### config.mk
export PLATFORM = sky130hd
export DESIGN_NAME = one_shot_timer_table
export DESIGN_NICKNAME = d
export VERILOG_FILES = /design/src/rtl/core/otmt_pkg.sv /design/src/rtl/core/otmt_fifo.sv /design/src/rtl/core/otmt_front.sv /design/src/rtl/core/otmt_back.sv /design/src/rtl/core/one_shot_timer_table.sv
export VERILOG_INCLUDE_DIRS = /design/src /design/src/rtl/core
export SDC_FILE = /design/constraint.sdc
export NUM_CORES = 2
export LEC_CHECK = 0
export BUFFER_PORTS_ARGS = -buffer_cell sky130_fd_sc_hd__buf_2
export CORE_UTILIZATION = 40
export CTS_BUF_LIST = sky130_fd_sc_hd__clkbuf_2
export DETAILED_ROUTE_END_ITERATION = 7
export GPL_ROUTABILITY_DRIVEN = 0
export SYNTH_ARGS = -nofsm -noshare
export SYNTH_HDL_FRONTEND = slang
export SYNTH_SLANG_ARGS = --single-unit
### constraint.sdc
create_clock -name clk -period 9.3 [get_ports clk]
set_clock_uncertainty 0.05 [all_clocks]
set_input_delay 2.79 -clock clk [delete_from_list [all_inputs] [get_ports clk]]
set_output_delay 2.79 -clock clk [all_outputs]
set_load 0.02 [all_outputs]
### src/rtl/core/assert_macros.svh
// Assertion macros shared by the timer table RTL.
`ifndef ASSERT_MACROS_SVH
`define ASSERT_MACROS_SVH
`ifndef SYNTH
// Property that must hold at every clock edge outside reset.
`define OTMT_ASSERT(lbl, prop, msg) \
	lbl: assert property (@(posedge clk) disable iff (!arst_n) prop) else $error(msg);
// Condition that must never be true outside reset.
`define OTMT_NEVER(lbl, cond, msg) \
	lbl: assert property (@(posedge clk) disable iff (!arst_n) !(cond)) else $error(msg);
`else
`define OTMT_ASSERT(lbl, prop, msg)
`define OTMT_NEVER(lbl, cond, msg)
`endif
`endif

### src/rtl/core/otmt_pkg.sv
// Types and constants of the one-shot timer table.
package otmt_pkg;

	// Input opcodes.
	localparam logic [2:0] OP_INSERT   = 3'd0;
	localparam logic [2:0] OP_CANCEL   = 3'd1;
	localparam logic [2:0] OP_CLEAR    = 3'd2;
	localparam logic [2:0] OP_TICK     = 3'd3;
	localparam logic [2:0] OP_SET_TIME = 3'd4;

	// Result codes.
	localparam logic       KIND_STATUS = 1'b0;
	localparam logic       KIND_EXPIRY = 1'b1;
	localparam logic [1:0] ST_OK        = 2'd0;
	localparam logic [1:0] ST_REJECTED  = 2'd1;
	localparam logic [1:0] ST_NOT_FOUND = 2'd2;

	// Command class decided by the front end.
	typedef enum logic [2:0] {
		CLS_INSERT,
		CLS_INSERT_BAD,
		CLS_CANCEL,
		CLS_CLEAR,
		CLS_TICK,
		CLS_SET_TIME,
		CLS_ILLEGAL
	} cls_t;

	typedef struct packed {
		cls_t        cls;
		logic [7:0]  id;
		logic [31:0] handler;
		logic [31:0] data;
		logic [31:0] value;
	} cmd_t;

	typedef struct packed {
		logic        kind;
		logic [1:0]  status;
		logic [7:0]  id;
		logic [31:0] handler;
		logic [31:0] data;
		logic [31:0] tick;
		logic        last;
	} res_t;

	typedef enum logic [1:0] {
		S_IDLE,
		S_DEC,
		S_SCAN,
		S_DONE
	} state_t;

endpackage

### src/rtl/core/otmt_fifo.sv
// Small first-in first-out queue of fixed-width requests.
module otmt_fifo #(
	parameter int WIDTH = 8,
	parameter int DEPTH = 2
) (
	input  logic             clk,
	input  logic             arst_n,
	input  logic             push,
	input  logic [WIDTH-1:0] wdata,
	output logic             full,
	input  logic             pop,
	output logic [WIDTH-1:0] rdata,
	output logic             empty
);
	localparam int PW = (DEPTH > 1) ? $clog2(DEPTH) : 1;
	localparam int CW = $clog2(DEPTH + 1);

	logic [WIDTH-1:0] buf_q [DEPTH];
	logic [PW-1:0]    wr_q, rd_q;
	logic [CW-1:0]    cnt_q;
	logic             do_push, do_pop;

	assign full    = (cnt_q == CW'(DEPTH));
	assign empty   = (cnt_q == '0);
	assign do_push = push && !full;
	assign do_pop  = pop && !empty;
	assign rdata   = buf_q[rd_q];

	// Entry storage.
	always_ff @(posedge clk) begin
		if (do_push) begin
			buf_q[wr_q] <= wdata;
		end
	end

	// Pointers and fill count.
	always_ff @(posedge clk or negedge arst_n) begin
		if (!arst_n) begin
			wr_q  <= '0;
			rd_q  <= '0;
			cnt_q <= '0;
		end else begin
			if (do_push) begin
				wr_q <= (wr_q == PW'(DEPTH - 1)) ? '0 : wr_q + PW'(1);
			end
			if (do_pop) begin
				rd_q <= (rd_q == PW'(DEPTH - 1)) ? '0 : rd_q + PW'(1);
			end
			if (do_push && !do_pop) begin
				cnt_q <= cnt_q + CW'(1);
			end else if (do_pop && !do_push) begin
				cnt_q <= cnt_q - CW'(1);
			end
		end
	end

endmodule

### src/rtl/core/otmt_front.sv
// Front end: accepts requests, classifies them and queues them for the back end.
module otmt_front (
	input  logic            clk,
	input  logic            arst_n,
	input  logic            push,
	output logic            full,
	input  logic [2:0]      opcode,
	input  logic [7:0]      timer_id,
	input  logic [31:0]     handler,
	input  logic [31:0]     user_data,
	input  logic [31:0]     delay_ticks,
	input  logic [31:0]     load_ticks,
	output logic            cmd_empty,
	input  logic            cmd_pop,
	output otmt_pkg::cmd_t  cmd
);
	otmt_pkg::cmd_t                   cls_cmd;
	logic [$bits(otmt_pkg::cmd_t)-1:0] rd_bits;

	// Decode the opcode and check insert parameters up front.
	always_comb begin
		cls_cmd.id      = timer_id;
		cls_cmd.handler = handler;
		cls_cmd.data    = user_data;
		cls_cmd.value   = (opcode == otmt_pkg::OP_SET_TIME) ? load_ticks : delay_ticks;
		case (opcode)
			otmt_pkg::OP_INSERT: begin
				cls_cmd.cls = (handler == '0 || delay_ticks == '0) ?
					otmt_pkg::CLS_INSERT_BAD : otmt_pkg::CLS_INSERT;
			end
			otmt_pkg::OP_CANCEL:   cls_cmd.cls = otmt_pkg::CLS_CANCEL;
			otmt_pkg::OP_CLEAR:    cls_cmd.cls = otmt_pkg::CLS_CLEAR;
			otmt_pkg::OP_TICK:     cls_cmd.cls = otmt_pkg::CLS_TICK;
			otmt_pkg::OP_SET_TIME: cls_cmd.cls = otmt_pkg::CLS_SET_TIME;
			default:               cls_cmd.cls = otmt_pkg::CLS_ILLEGAL;
		endcase
	end

	// Command queue between front and back.
	otmt_fifo #(
		.WIDTH($bits(otmt_pkg::cmd_t)),
		.DEPTH(2)
	) u_cmd_fifo (
		.clk   (clk),
		.arst_n(arst_n),
		.push  (push),
		.wdata (cls_cmd),
		.full  (full),
		.pop   (cmd_pop),
		.rdata (rd_bits),
		.empty (cmd_empty)
	);

	assign cmd = otmt_pkg::cmd_t'(rd_bits);

endmodule

### src/rtl/core/otmt_back.sv
// Back end: holds the timer slots and carries out queued commands.
module otmt_back #(
	parameter int SLOTS = 16
) (
	input  logic            clk,
	input  logic            arst_n,
	input  logic            cmd_empty,
	output logic            cmd_pop,
	input  otmt_pkg::cmd_t  cmd,
	input  logic            res_full,
	output logic            res_push,
	output otmt_pkg::res_t  res
);
	localparam int ORDW = (SLOTS > 1) ? $clog2(SLOTS) : 1;
	localparam int IDXW = (SLOTS > 1) ? $clog2(SLOTS) : 1;

	// Slot storage; payload is only read for live slots.
	logic [SLOTS-1:0] valid_q;
	logic [SLOTS-1:0] due_q;
	logic [7:0]       id_q      [SLOTS];
	logic [31:0]      handler_q [SLOTS];
	logic [31:0]      data_q    [SLOTS];
	logic [31:0]      rem_q     [SLOTS];
	logic [ORDW-1:0]  order_q   [SLOTS];

	logic [31:0]      tick_q;
	otmt_pkg::state_t state_q, state_d;
	logic             is_tick_q;
	logic [7:0]       cid_q;
	logic             hit_q;
	logic [ORDW-1:0]  scan_q;
	logic [ORDW-1:0]  rm_cnt_q;

	logic             free_any;
	logic [IDXW-1:0]  free_idx;
	logic [SLOTS-1:0] match;
	logic [SLOTS-1:0] remove;
	logic             any_rm;
	logic             last_rank;
	logic             advance;
	logic             do_insert;
	logic [7:0]       sel_id;
	logic [31:0]      sel_handler;
	logic [31:0]      sel_data;

	// Lowest free slot for an insert.
	always_comb begin
		free_any = 1'b0;
		free_idx = '0;
		for (int i = SLOTS - 1; i >= 0; i--) begin
			if (!valid_q[i]) begin
				free_any = 1'b1;
				free_idx = IDXW'(i);
			end
		end
	end

	// Slot holding the rank under scan, and whether it leaves the table.
	always_comb begin
		sel_id      = '0;
		sel_handler = '0;
		sel_data    = '0;
		for (int i = 0; i < SLOTS; i++) begin
			match[i]  = valid_q[i] && (order_q[i] == scan_q);
			remove[i] = match[i] && (is_tick_q ? due_q[i] : (id_q[i] == cid_q));
			if (match[i]) begin
				sel_id      = sel_id | id_q[i];
				sel_handler = sel_handler | handler_q[i];
				sel_data    = sel_data | data_q[i];
			end
		end
		any_rm = |remove;
	end

	assign last_rank = (scan_q == ORDW'(SLOTS - 1));
	assign advance   = (state_q == otmt_pkg::S_SCAN) && !res_full;
	assign do_insert = cmd_pop && (cmd.cls == otmt_pkg::CLS_INSERT) && free_any;

	// Next state.
	always_comb begin
		state_d = state_q;
		case (state_q)
			otmt_pkg::S_IDLE: begin
				if (!cmd_empty && !res_full) begin
					if (cmd.cls == otmt_pkg::CLS_CANCEL) begin
						state_d = otmt_pkg::S_SCAN;
					end else if (cmd.cls == otmt_pkg::CLS_TICK) begin
						state_d = otmt_pkg::S_DEC;
					end
				end
			end
			otmt_pkg::S_DEC:  state_d = otmt_pkg::S_SCAN;
			otmt_pkg::S_SCAN: begin
				if (!res_full && last_rank) begin
					state_d = otmt_pkg::S_DONE;
				end
			end
			otmt_pkg::S_DONE: begin
				if (!res_full) begin
					state_d = otmt_pkg::S_IDLE;
				end
			end
			default: state_d = otmt_pkg::S_IDLE;
		endcase
	end

	// Outputs: command pop and result request.
	always_comb begin
		cmd_pop      = 1'b0;
		res_push     = 1'b0;
		res.kind     = otmt_pkg::KIND_STATUS;
		res.status   = otmt_pkg::ST_OK;
		res.id       = '0;
		res.handler  = '0;
		res.data     = '0;
		res.tick     = tick_q;
		res.last     = 1'b1;
		case (state_q)
			otmt_pkg::S_IDLE: begin
				cmd_pop  = !cmd_empty && !res_full;
				res_push = cmd_pop && (cmd.cls != otmt_pkg::CLS_CANCEL) &&
					(cmd.cls != otmt_pkg::CLS_TICK);
				case (cmd.cls)
					otmt_pkg::CLS_INSERT: begin
						res.status = free_any ? otmt_pkg::ST_OK : otmt_pkg::ST_REJECTED;
					end
					otmt_pkg::CLS_INSERT_BAD: res.status = otmt_pkg::ST_REJECTED;
					otmt_pkg::CLS_ILLEGAL:    res.status = otmt_pkg::ST_REJECTED;
					otmt_pkg::CLS_SET_TIME:   res.tick   = cmd.value;
					default:                  res.status = otmt_pkg::ST_OK;
				endcase
			end
			otmt_pkg::S_SCAN: begin
				res_push    = !res_full && is_tick_q && any_rm;
				res.kind    = otmt_pkg::KIND_EXPIRY;
				res.id      = sel_id;
				res.handler = sel_handler;
				res.data    = sel_data;
				res.last    = 1'b0;
			end
			otmt_pkg::S_DONE: begin
				res_push   = !res_full;
				res.status = (is_tick_q || hit_q) ? otmt_pkg::ST_OK : otmt_pkg::ST_NOT_FOUND;
			end
			default: res_push = 1'b0;
		endcase
	end

	// Slot payload and countdown.
	always_ff @(posedge clk) begin
		for (int i = 0; i < SLOTS; i++) begin
			if (state_q == otmt_pkg::S_DEC && valid_q[i]) begin
				rem_q[i] <= rem_q[i] - 32'd1;
			end
			if (do_insert && free_idx == IDXW'(i)) begin
				id_q[i]      <= cmd.id;
				handler_q[i] <= cmd.handler;
				data_q[i]    <= cmd.data;
				rem_q[i]     <= cmd.value;
				order_q[i]   <= '0;
			end else if (do_insert && valid_q[i]) begin
				order_q[i] <= order_q[i] + ORDW'(1);
			end else if (advance && match[i] && !remove[i]) begin
				// Close the gaps left by slots removed at lower ranks.
				order_q[i] <= scan_q - rm_cnt_q;
			end
		end
	end

	// Slot validity and expiry marks.
	always_ff @(posedge clk or negedge arst_n) begin
		if (!arst_n) begin
			valid_q <= '0;
			due_q   <= '0;
		end else begin
			for (int i = 0; i < SLOTS; i++) begin
				if (state_q == otmt_pkg::S_DEC) begin
					due_q[i] <= valid_q[i] && (rem_q[i] == 32'd1);
				end
				if (do_insert && free_idx == IDXW'(i)) begin
					valid_q[i] <= 1'b1;
				end else if (advance && remove[i]) begin
					valid_q[i] <= 1'b0;
				end
			end
			if (cmd_pop && cmd.cls == otmt_pkg::CLS_CLEAR) begin
				valid_q <= '0;
			end
		end
	end

	// Sequencer, tick counter and scan bookkeeping.
	always_ff @(posedge clk or negedge arst_n) begin
		if (!arst_n) begin
			state_q   <= otmt_pkg::S_IDLE;
			tick_q    <= '0;
			is_tick_q <= 1'b0;
			cid_q     <= '0;
			hit_q     <= 1'b0;
			scan_q    <= '0;
			rm_cnt_q  <= '0;
		end else begin
			state_q <= state_d;
			if (cmd_pop) begin
				is_tick_q <= (cmd.cls == otmt_pkg::CLS_TICK);
				cid_q     <= cmd.id;
				hit_q     <= 1'b0;
				scan_q    <= '0;
				rm_cnt_q  <= '0;
				if (cmd.cls == otmt_pkg::CLS_SET_TIME) begin
					tick_q <= cmd.value;
				end
			end
			if (state_q == otmt_pkg::S_DEC) begin
				tick_q <= tick_q + 32'd1;
			end
			if (advance) begin
				scan_q <= scan_q + ORDW'(1);
				if (any_rm) begin
					hit_q    <= 1'b1;
					rm_cnt_q <= rm_cnt_q + ORDW'(1);
				end
			end
		end
	end

endmodule

### src/rtl/core/one_shot_timer_table.sv
// Top level of the one-shot timer table.
// Requests enter through a queue-style port: an item is taken at a clock edge
// where push is high and full is low. Results leave through a second queue:
// the oldest result sits on the result ports while empty is low and is taken
// at an edge where pop is high. Every request yields one status result with
// last set; a tick first yields one expiry result per timer that ran out,
// newest inserted first.
// Insert, clear, set-time and illegal requests are carried out in the back end's
// idle state; their status result is pushed into the result queue as it pops them.
// Cancel pops in the idle state, walks all SLOTS insertion ranks, one per cycle
// while the result queue is not full, and then reports its status; a tick adds
// a countdown step before the walk. A two-entry request queue decouples intake
// from execution, so requests are taken while the back end is busy until that
// queue fills.
// Reset empties the table, both queues and clears the tick counter.
// When the receiver stalls, the result queue fills and the back end holds its
// current step until there is room again; no result is dropped.
module one_shot_timer_table #(
	parameter int SLOTS = 16
) (
	input  logic        clk,
	input  logic        arst_n,
	input  logic        push,
	output logic        full,
	input  logic [2:0]  opcode,
	input  logic [7:0]  timer_id,
	input  logic [31:0] handler,
	input  logic [31:0] user_data,
	input  logic [31:0] delay_ticks,
	input  logic [31:0] load_ticks,
	output logic        empty,
	input  logic        pop,
	output logic        kind,
	output logic [1:0]  status,
	output logic [7:0]  expired_id,
	output logic [31:0] expired_handler,
	output logic [31:0] expired_data,
	output logic [31:0] tick_count,
	output logic        last
);
	`include "assert_macros.svh"

	otmt_pkg::cmd_t                    cmd;
	logic                              cmd_empty, cmd_pop;
	otmt_pkg::res_t                    res, res_out;
	logic                              res_push, res_full;
	logic [$bits(otmt_pkg::res_t)-1:0] res_bits;

	// Intake and classification.
	otmt_front u_front (
		.clk        (clk),
		.arst_n     (arst_n),
		.push       (push),
		.full       (full),
		.opcode     (opcode),
		.timer_id   (timer_id),
		.handler    (handler),
		.user_data  (user_data),
		.delay_ticks(delay_ticks),
		.load_ticks (load_ticks),
		.cmd_empty  (cmd_empty),
		.cmd_pop    (cmd_pop),
		.cmd        (cmd)
	);

	// Execution against the slot table.
	otmt_back #(
		.SLOTS(SLOTS)
	) u_back (
		.clk      (clk),
		.arst_n   (arst_n),
		.cmd_empty(cmd_empty),
		.cmd_pop  (cmd_pop),
		.cmd      (cmd),
		.res_full (res_full),
		.res_push (res_push),
		.res      (res)
	);

	// Result queue toward the receiver.
	otmt_fifo #(
		.WIDTH($bits(otmt_pkg::res_t)),
		.DEPTH(4)
	) u_res_fifo (
		.clk   (clk),
		.arst_n(arst_n),
		.push  (res_push),
		.wdata (res),
		.full  (res_full),
		.pop   (pop),
		.rdata (res_bits),
		.empty (empty)
	);

	assign res_out         = otmt_pkg::res_t'(res_bits);
	assign kind            = res_out.kind;
	assign status          = res_out.status;
	assign expired_id      = res_out.id;
	assign expired_handler = res_out.handler;
	assign expired_data    = res_out.data;
	assign tick_count      = res_out.tick;
	assign last            = res_out.last;

	`OTMT_NEVER(a_no_push_full, res_push && res_full, "result pushed into a full queue")
	`OTMT_ASSERT(a_push_shows, res_push |=> !empty, "pushed result not visible")
	`OTMT_NEVER(a_expiry_not_last, !empty && kind == otmt_pkg::KIND_EXPIRY && last, "bad last")
	`OTMT_NEVER(a_status_last, !empty && kind == otmt_pkg::KIND_STATUS && !last, "no last")

endmodule
==> impl_metrics.toml <==
[run_status]
outcome = "finished clean"

[finish]
drive_above_1_share_pct = 20.6
stdcell_area_um2 = 118000
fin_util_pct = 44.8
mostFrequentLayoutCells = "edfxtp_1 (2,374), clkbuf_2 (919), a21oi_1 (500)"
final_common_cell = "edfxtp_1"
nets = 8298
area_delta_synth_final_pct = 11.0
fill_cells = 23900

[power]
pwr-share-seq_pct = 50.8
p_int_mw = 18.2
clkPwrFrac_pct = 26.2
p_leak_nw = 38.3
ir_worst_vdd_mv = 0.201
p_switching_mw = 9.70
p_per_area_nw_per_um2 = 236
swShare_pct = 34.7
combPwrFrac_pct = 23.0

[sta]
tns_ns = 0
slew_headroom_pct = 16.4
max_freq_mhz = 138
timing.final.crit_share_pct = 78.2
slew_violations = 0
hold_viol = 0
period_minus_slack_ns = 7.27
rsz0062_at_grt = "no"
worst_pin_slew_ns = 1.25
setup_violations = 0

[global_routing]
first_global_vias = 69500
antenna_found_initial = 30
grt_pass1_wl_um = 470000
grt_overflow = 0
grt_max_degree = 135
gr-usage-all-layers_pct = 23.7

[placed_design]
hpwlAfterDp_um = 191000
place_area_um2 = 113000
io_buffers = 252

[synthesis]
synth_top_area_share_pct = 67.0
avgSynthCellArea_um2 = 14.3
ys_ff_latch = 2469
ys_async_sr_fraction_pct = 3.85
synth_ff_type = "edfxtp_1"
synthTopCellsByArea = "edfxtp_1 (67%), xnor2_1 (3.1%), xor2_1 (2.7%), a21oi_1 (2.4%), mux4_2 (2.3%)"
synth-warning-count = 0
yosysSeqAreaShare_pct = 69.2
syn_inst = 7437
syn_nets = 7647
netlist_area_um2 = 106000
synth_top_area_cell = "edfxtp_1"
synth_edf_count = 2374
synth.distinct_cells = 70

[clock_tree]
cts_resized = 0
ctsLongestPathBuffers = 4
cts-root-buf = "clkbuf_2"
post-cts-setup-buffer-count = 0
cts_tree = "yes"
hold_buffers = 0
cts_inserted_buffers = 633
worstSkewPairLatency_ns = 1.93
htree_levels = 6
cts.sinks = 2469
path_clk_slew_ns = 0.11

[detailed_routing]
vias_per_cell = 5.81
first_pass_iters = 8
antenna_left = 0
drt_iter0_markers = 7498
wl_um = 327000
remaining_drc_errors = 0
wire_per_inst_um = 27.2
via_count = 70100

[worst_setup_path]
crit_required_ns = 6.46
cp-end-kind = "output pin"
critPathKind = "reg2out"
cp-start-kind = "register"
critPathMaxFanout = 49
critPathArrivalTime_ns = 4.43

[die]
ios = 253
dieWidth_um = 518
start_util_pct = 40.4
core_area_um2 = 263000
die_y_um = 518
die-area_um2 = 268000
std_cell_rows = 188

[run]
cap_violations = 0

[hold_path]
worstHoldPathType = "reg2reg"
## power groups by stage
stage | clock (mW) | combinational, mW | sequential [mW]
floorplan | 0 | 3.64 | 14.1
global placement | 0 | 6.35 | 14.4
detailed placement | 0 | 6.44 | 14.4
CTS | 7.52 | 6.46 | 14.2
global route | 8.04 | 6.69 | 14.3
finish | 7.32 | 6.41 | 14.2
## synth_stat cells (61+ instances only)
library cell and number:
edfxtp_1 2374, nor4_1 148, nand4_1 97, buf_1 66, mux4_2 108, mux2_2 128, a22oi_1 234, mux2i_1 122
xor2_1 322, nor3_1 181, a31oi_1 61, nand3_1 163, a21oi_1 501, dfrtp_1 95, and3_1 85, xnor2_1 378
o21ai_0 214, a221oi_1 172, ha_1 65, or3_1 69, a22o_1 176, nor2_1 484, nand2_1 463, inv_1 80
clkbuf_1 319
## worst max-delay path: stages, from the launching register on
cell and delay [ns]:
dfrtp_4 1.09, buf_4 0.70, mux4_2 0.62, buf_2 0.18
## registers in the layout (all words and copies together), names as in the netlist, 2 cells and up
| signal | count |
|---|---|
| u_back.cid_q | 8 |
| u_back.rm_cnt_q | 4 |
| u_back.due_q | 16 |
| u_res_fifo.rd_q | 2 |
| u_back.data_q | 512 |
| u_back.id_q | 128 |
| u_back.rem_q | 512 |
| u_back.order_q | 64 |
| u_res_fifo.buf_q | 432 |
| u_front.u_cmd_fifo.cnt_q | 2 |
| u_res_fifo.wr_q | 2 |
| u_back.handler_q | 512 |
| u_res_fifo.cnt_q | 3 |
| u_back.valid_q | 16 |
| u_back.state_q | 2 |
| u_front.u_cmd_fifo.buf_q | 214 |
| u_back.tick_q | 32 |
| u_back.scan_q | 4 |
## metrics by stage
step                instances  total power [mW]  hold WS, ns  setup WS (ns)
finish                  12100              27.9        0.479           2.03
floorplan                7437              17.7        0.401           1.35
detailed placement      11000              20.9        0.471           3.20
global placement        11000              20.8        0.443           2.94
CTS                     12000              28.2        0.461           1.71
global route            12000              29.0        0.508           1.58
## per-layer routing
metal / global-route usage [%] / part of all wire (%) / vias up
met3: 4.09 / 7.9 / 640
met5: 0 / 0.013 / -
met1: 30.1 / 39 / 35500
met4: 10.4 / 4.4 / 6
li1: - / - / 30600
met2: 39.7 / 49 / 3333
## final timing paths
| kind | to | start | cells after the start | slack, ns |
|---|---|---|---|---|
| worst max-delay path | tick_count[28] | u_res_fifo.rd_q[0] | 3 | 2.03 |
| worst min-delay path | u_back.due_q[4] | u_back.rem_q[0][159] | 3 | 0.48 |
| worst min register to register | u_back.due_q[4] | u_back.rem_q[0][159] | 3 | 0.48 |
| min in group asynchronous | u_back.valid_q[4] | arst_n | 1 | 0.80 |
| max in group asynchronous | u_back.tick_q[8] | arst_n | 2 | 7.16 |
| worst max register to register | u_back.handler_q[2][9] | u_front.u_cmd_fifo.rd_q | 8 | 3.18 |
## area by class of cell
cell class / count / area (µm²) / share of cell area [%]
antenna: 10 / 25.0 / 0.0212
clock buffer: 919 / 4600 / 3.90
clock inverter: 154 / 901 / 0.763
inverter: 82 / 324 / 0.274
multi-input combinational: 4481 / 31600 / 26.7
sequential: 2469 / 73700 / 62.4
tap: 3515 / 4400 / 3.72
timing repair buffer: 421 / 2580 / 2.19
## cells by family after synthesis
group / synth area share [%]
fa+ha+maj: 0.802
xor+xnor: 5.76
mux: 4.79
buf+inv: 1.74
flops: 69.2
simple gates: 8.53
compound gates: 9.15
No activity file was read; power rests on OpenSTA's default activity.
